==> config.mk <==
export PLATFORM = sky130hd
export DESIGN_NAME = pnms_ctrl
export DESIGN_NICKNAME = d
export VERILOG_FILES = /design/src/sv/pnms_pkg.sv /design/src/sv/pnms_ctrl.sv
export SDC_FILE = /design/constraint.sdc
export NUM_CORES = 1
export LEC_CHECK = 0
export BUFFER_PORTS_ARGS = -buffer_cell sky130_fd_sc_hd__buf_2
export CAP_MARGIN = 20
export CORE_MARGIN = 2
export CORE_UTILIZATION = 49
export DETAILED_ROUTE_END_ITERATION = 10
export PLACE_DENSITY = 0.89
export SLEW_MARGIN = 40
export SYNTH_ARGS = -nofsm -noshare
export SYNTH_HDL_FRONTEND = slang
export SYNTH_SLANG_ARGS = --single-unit
==> constraint.sdc <==
create_clock -name i_clk -period 3.45 [get_ports i_clk]
set_clock_uncertainty 0.05 [all_clocks]
set_input_delay 0.1725 -clock i_clk [delete_from_list [all_inputs] [get_ports i_clk]]
set_output_delay 0.1725 -clock i_clk [all_outputs]
set_load 0.1 [all_outputs]
==> src/sv/pnms_pkg.sv <==
// ============================================================================
// pnms_pkg
// Shared types and constants for the periodic nearest-match search block.
// ============================================================================
`default_nettype none

package pnms_pkg;

    localparam logic FUNC_STORE = 1'b0;
    localparam logic FUNC_QUERY = 1'b1;

    localparam logic [1:0] CFG_BOX_LEN    = 2'd0;
    localparam logic [1:0] CFG_RADIUS     = 2'd1;
    localparam logic [1:0] CFG_LOG_WEIGHT = 2'd2;
    localparam logic [1:0] CFG_MASS_FRAC  = 2'd3;

    localparam logic [1:0] AXIS_X = 2'd0;
    localparam logic [1:0] AXIS_Y = 2'd1;
    localparam logic [1:0] AXIS_Z = 2'd2;

    localparam logic [31:0] BOX_LEN_RST    = 32'hFFFF_FFFF;
    localparam logic [31:0] RADIUS_RST     = 32'hFFFF_FFFF;
    localparam logic [15:0] LOG_WEIGHT_RST = 16'd256;
    localparam logic [15:0] MASS_FRAC_RST  = 16'd0;

    // log10(2) in Q0.32
    localparam logic [30:0] LOG10_2_Q32 = 31'd1292913986;

    typedef enum logic [3:0] {
        S_IDLE,
        S_TLOG_GO,
        S_TLOG_WAIT,
        S_RD,
        S_AXD,
        S_AXM,
        S_AXA,
        S_UNIT_GO,
        S_UNIT_WAIT,
        S_LR,
        S_TERM,
        S_SCORE,
        S_DONE
    } t_state;

    typedef struct packed {
        logic       store;
        logic       q_load;
        logic       tlog_start;
        logic       tlog_save;
        logic       rd_en;
        logic       axis_d;
        logic       axis_sq;
        logic       axis_acc;
        logic [1:0] axis;
        logic       unit_start;
        logic       cut;
        logic       lr;
        logic       term;
        logic       update;
        logic       rsp_load;
    } t_dp_cmd;

    typedef struct packed {
        logic log_busy;
        logic sqrt_busy;
        logic empty;
        logic last;
    } t_dp_sts;

endpackage

`default_nettype wire

==> src/sv/pnms_ctrl.sv <==
// ============================================================================
// pnms_ctrl
// Controller: sequences stores and queries over the datapath and owns the
// request ready and the response valid.
// ============================================================================
`default_nettype none

module pnms_ctrl import pnms_pkg::*; (
    input  wire logic    i_clk,
    input  wire logic    i_rst_n,
    input  wire logic    i_req_valid,
    input  wire logic    i_req_func,
    output logic         o_req_ready,
    output logic         o_rsp_valid,
    input  wire logic    i_rsp_ready,
    output t_dp_cmd      o_cmd,
    input  wire t_dp_sts i_sts
);

    t_state     r_state, n_state;
    logic [1:0] r_axis, n_axis;
    logic       r_rsp_valid, n_rsp_valid;
    logic       accept;

    assign accept = i_req_valid && (r_state == S_IDLE);

    always_ff @(posedge i_clk) begin
        if (!i_rst_n) begin
            r_state     <= S_IDLE;
            r_axis      <= AXIS_X;
            r_rsp_valid <= 1'b0;
        end else begin
            r_state     <= n_state;
            r_axis      <= n_axis;
            r_rsp_valid <= n_rsp_valid;
        end
    end

    always_comb begin
        n_state     = r_state;
        n_axis      = r_axis;
        n_rsp_valid = r_rsp_valid;
        o_cmd       = '0;
        o_cmd.axis  = r_axis;
        o_req_ready = 1'b0;
        if (r_rsp_valid && i_rsp_ready) begin
            n_rsp_valid = 1'b0;
        end
        unique case (r_state)
            S_IDLE: begin
                o_req_ready = 1'b1;
                if (accept) begin
                    if (i_req_func == FUNC_STORE) begin
                        o_cmd.store = 1'b1;
                    end else begin
                        o_cmd.q_load = 1'b1;
                        n_state      = S_TLOG_GO;
                    end
                end
            end
            S_TLOG_GO: begin
                o_cmd.tlog_start = 1'b1;
                n_state          = S_TLOG_WAIT;
            end
            S_TLOG_WAIT: begin
                if (!i_sts.log_busy) begin
                    o_cmd.tlog_save = 1'b1;
                    n_state         = i_sts.empty ? S_DONE : S_RD;
                end
            end
            S_RD: begin
                o_cmd.rd_en = 1'b1;
                n_axis      = AXIS_X;
                n_state     = S_AXD;
            end
            S_AXD: begin
                o_cmd.axis_d = 1'b1;
                n_state      = S_AXM;
            end
            S_AXM: begin
                o_cmd.axis_sq = 1'b1;
                n_state       = S_AXA;
            end
            S_AXA: begin
                o_cmd.axis_acc = 1'b1;
                if (r_axis == AXIS_Z) begin
                    n_state = S_UNIT_GO;
                end else begin
                    n_axis  = r_axis + 2'd1;
                    n_state = S_AXD;
                end
            end
            S_UNIT_GO: begin
                o_cmd.unit_start = 1'b1;
                n_state          = S_UNIT_WAIT;
            end
            S_UNIT_WAIT: begin
                if (!i_sts.log_busy && !i_sts.sqrt_busy) begin
                    o_cmd.cut = 1'b1;
                    n_state   = S_LR;
                end
            end
            S_LR: begin
                o_cmd.lr = 1'b1;
                n_state  = S_TERM;
            end
            S_TERM: begin
                o_cmd.term = 1'b1;
                n_state    = S_SCORE;
            end
            S_SCORE: begin
                o_cmd.update = 1'b1;
                n_state      = i_sts.last ? S_DONE : S_RD;
            end
            S_DONE: begin
                if (!r_rsp_valid || i_rsp_ready) begin
                    o_cmd.rsp_load = 1'b1;
                    n_rsp_valid    = 1'b1;
                    n_state        = S_IDLE;
                end
            end
            default: n_state = S_IDLE;
        endcase
    end

    assign o_rsp_valid = r_rsp_valid;

endmodule

`default_nettype wire

# After elaboration in Yosys (flattened, before gate mapping)
# Index checks and enable logic that the tools add are counted.
[word_totals] register_bits=7 inputBits=9
[op_classes] add_sub_neg=1 n_eq_ne=19 muxes=34 reduce_logical=11
[op_table] operator="4-bit case mux with 13 select lines" count=1
[op_table] operator="4-bit 2-to-1 mux" count=7
[op_table] operator="1-bit 2-to-1 mux" count=21
[op_table] operator="4-bit == test (second input constant)" count=5
[op_table] operator="4-bit by 3-bit == test with 1-bit output (second input constant)" count=4
[op_table] operator="2-bit inequality test (second input constant)" count=6
[op_table] operator="4-bit by 2-bit == test with 1-bit output (second input constant)" count=2
[op_table] operator="2-bit 2-to-1 mux" count=4
[op_table] operator="5-bit AND reduction" count=1
[op_table] operator="4-bit by 1-bit == test with 1-bit output (second input constant)" count=1
[op_table] operator="4-bit zero test" count=1
[op_table] operator="2-bit case mux with 2 select lines" count=1
[op_table] operator="1-bit logical AND" count=3
[op_table] operator="1-bit zero test" count=3
[op_table] operator="2-bit by 1-bit adder with 2-bit output (second input constant)" count=1
[op_table] operator="2-bit == test (second input constant)" count=1
[op_table] operator="2-bit AND reduction" count=1
[op_table] operator="2-bit nonzero test" count=1
[op_table] operator="1-bit logical OR" count=1

# Depth between registers and ports, before layout
[logic_depth] depth_word=4 depth_mapped=6 mapped_depth_nobuf=6

# Least setup slack after synthesis
# Ideal clock, no wire load.
[synth_timing] kind="flip-flop to output port" from="register r_state[0]" to="output port o_cmd[12] in the netlist's numbering" t_arrival_ns=3.569 required_time_ns=3.227 path_slack_ns=-0.341 stages_incl_launch_ff=4 path_buffers=2 path_cell_list="dfxtp_1 buf_2 buf_2 nor4_1"
[synth_lines] item="start, declared" line_no="pnms_ctrl.sv:20" source="t_state r_state, n_state;"
[synth_lines] item="start signal, assigned" line_no="pnms_ctrl.sv:33" source="r_state <= n_state;"
[synth_lines] item="end, declared" line_no="pnms_ctrl.sv:16" source="output t_dp_cmd o_cmd,"

==> qor.yml <==
status: "completed"
fin_crit_ps: 2210
synth_xor_area_share_pct: 0
min_from: "i_rst_n"
synth_compound_area_share_pct: 16.9
maxCapViolations: 0
vias: 727
synth_area_leaders: "dfxtp_1 (22%), nor2b_1 (5.9%), nand2_1 (5.3%)"
io_buffers: 26
yosysSeqAreaShare_pct: 22.0
multi_input_area_sq_um: 454
cp-end-kind: "output pin"
ys_ff_latch: 7
startpoint_type: "flop"
clock.fmax_ghz: 0.452
cp.arrival_ps: 1990
start_util_pct: 55.1
finalSetupViolations: 0
cts_tree: "yes"
switchingPower_uw: 462
dr_wl_met3_microns: 131
yosys.area_share.adder_pct: 1.96
startpoint: "r_state[3]"
yosysWarnings: 0
h-tree-depth: 1
drt-vias-per-instance: 5.96
fin_crit_sh_pct: 64.1
power.share.switching_pct: 63.8
synth-edff-count: 0
drt-total-wl_microns: 1640
drt-wirelength-per-cell_microns: 13.5
gp_congestion: 0.828
combPwrFrac_pct: 64.3
met1_length_microns: 710
syn2layout_area_growth_pct: 22.4
grt_pass1_vias: 571
crit_type: "flop to output pin"
dp_hpwl_microns: 1180
grt_max_degree: 20
core_area_sq_mm: 0.00116
yosysTopAreaCellShare_pct: 22.0
syn_area_sq_um: 637
num_rows: 12
synth_top_area_cell: "dfxtp_1"
synth_top_family_by_area: "simple AND/OR/NAND/NOR gates"
worstPathRequired_ps: 3230
synthArstFlopShare_pct: 0
min_path_type: "input port to flop"
path_max_fanout: 17
fin_util_pct: 67.4
fin_nets: 119
r2r_start: "r_state[2]"
rsz0062_at_grt: "false"
netlist_instances: 85
dr.pass1.iters: 4
syn_nets: 95
ios: 27
cts_resized: 0
max-slew-margin-rel_pct: 52.7
pwr-share-clk_pct: 10.9
post_cts_buffers: 0
internal_power_uw: 261
wl_met2_microns: 780
seq_power_share_pct: 24.8
die_y_microns: 40.1
ys_types: 35
synth-main-ff-cell: "dfxtp_1"
drive_gt1_share_pct: 33.3
diodes: 0
clock_latency_ps: 260
dp.cells: 118
avgSynthCellArea_sq_um: 7.49
track_usage_pct: 22.5
seq_area_sq_um: 140
ctsLongestPathBuffers: 2
grt_overflow: 0
fill_cells: 93
drt-initial-drc-count: 26
numCtsBuffers: 3
die_w_microns: 40.1
power.leakage_nw: 0.359
hold_viol: 0
grt_antenna_before_repair: 0
ctsHoldBuffers: 0
setup_tns_ps: 0
clk_pin_slew_worst_paths_ps: 50
synthSimpleGateAreaFrac_pct: 45.8
placed_area_sq_um: 753
cts.sinks: 7
maxSlewViolCount: 0
die_area_sq_mm: 0.00160
clock-root-buffer: "clkbuf_4"
power_density_mw_per_mm2: 928
post-route-drc-count: 0
ir_drop_mv: 0.429
drtAntennaViolNets: 0
worstMarginPinSlew_ps: 709
grt_pass1_wl_microns: 2430
routed.top_layer: "met4"
synth_mux_area_share_pct: 4.72
final_cells: 122
final_design_area_no_fill_sq_um: 779
cell usage after synthesis, types with 2 or more instances:
cell type / instances
mux2i_1: 3
nor2b_1: 6
nor2_1: 8
nor3_1: 6
o21ai_0: 3
a31o_2: 2
buf_2: 5
nor4_1: 4
nand2b_1: 4
and3_1: 2
dfxtp_1: 7
a21oi_1: 2
nand2_1: 9
inv_1: 3
layer usage:
layer / up-vias / global-route usage, %
met5: - / 0
met4: 0 / 10.3
met3: 4 / 3.33
met2: 38 / 36.3
met1: 330 / 29.2
li1: 355 / -
worst max-delay path: stages (launching register included):
cell	delay (ps)
dfxtp_1	720
nand2b_1	280
nor4_2	260
buf_2	470
final timing paths:
check	end	slack (ps)	cells past startpoint
setup / recovery	o_cmd[4]	1240	3
hold / removal	o_rsp_valid	170	2
setup reg to reg	r_state[0]	1480	4
hold reg to reg	r_axis[1]	530	2
cells in the final DEF (no fill, tap or decap), drive strengths merged, types with 2 or more instances in the layout:
cell type / instances
mux2i: 3
nor3: 7
buf: 26
inv: 3
and3: 2
a31o: 2
o21ai: 3
nand2: 9
nor4: 5
nor2: 8
dfxtp: 7
nand2b: 5
clkbuf: 4
a21oi: 2
nor2b: 6
cell type report:
type | count | area share (%)
clock buffers | 4 | 3.37
inverters | 3 | 1.44
multi-input cells | 68 | 58.3
flip-flops and latches | 7 | 18.0
well taps | 14 | 2.25
repair buffers | 26 | 16.7
stage by stage:
| step | power, mW | setup WS [ps] | hold WS (ps) |
|---|---|---|---|
| after detailed placement | 0.644 | 1520 | 437 |
| after floorplan | 0.588 | 210 | 240 |
| final | 0.723 | 1240 | 173 |
| after global placement | 0.632 | 1570 | 429 |
| after global routing | 0.759 | 1140 | 179 |
| after CTS | 0.722 | 1250 | 173 |
registers in the layout (all words and copies together) (netlist names):
signal and cells:
r_state 4, r_axis 2, o_rsp_valid 1
cells by family (layout without fill, tap and decap cells):
family	count (synthesis)	count (layout)
flops	7	7
simple gates	49	49
buf+inv	10	33
fa+ha+maj	1	1
compound gates	15	15
mux	3	3
power groups by stage:
stage               clock [mW]  sequential (mW)  combinational, mW
finish                  0.0791            0.179              0.465
global placement             0            0.176              0.455
floorplan                    0            0.107              0.480
global route            0.0807            0.188              0.491
detailed placement           0            0.180              0.464
CTS                     0.0779            0.179              0.466
Note: power is estimated with default switching activity, not from simulation.
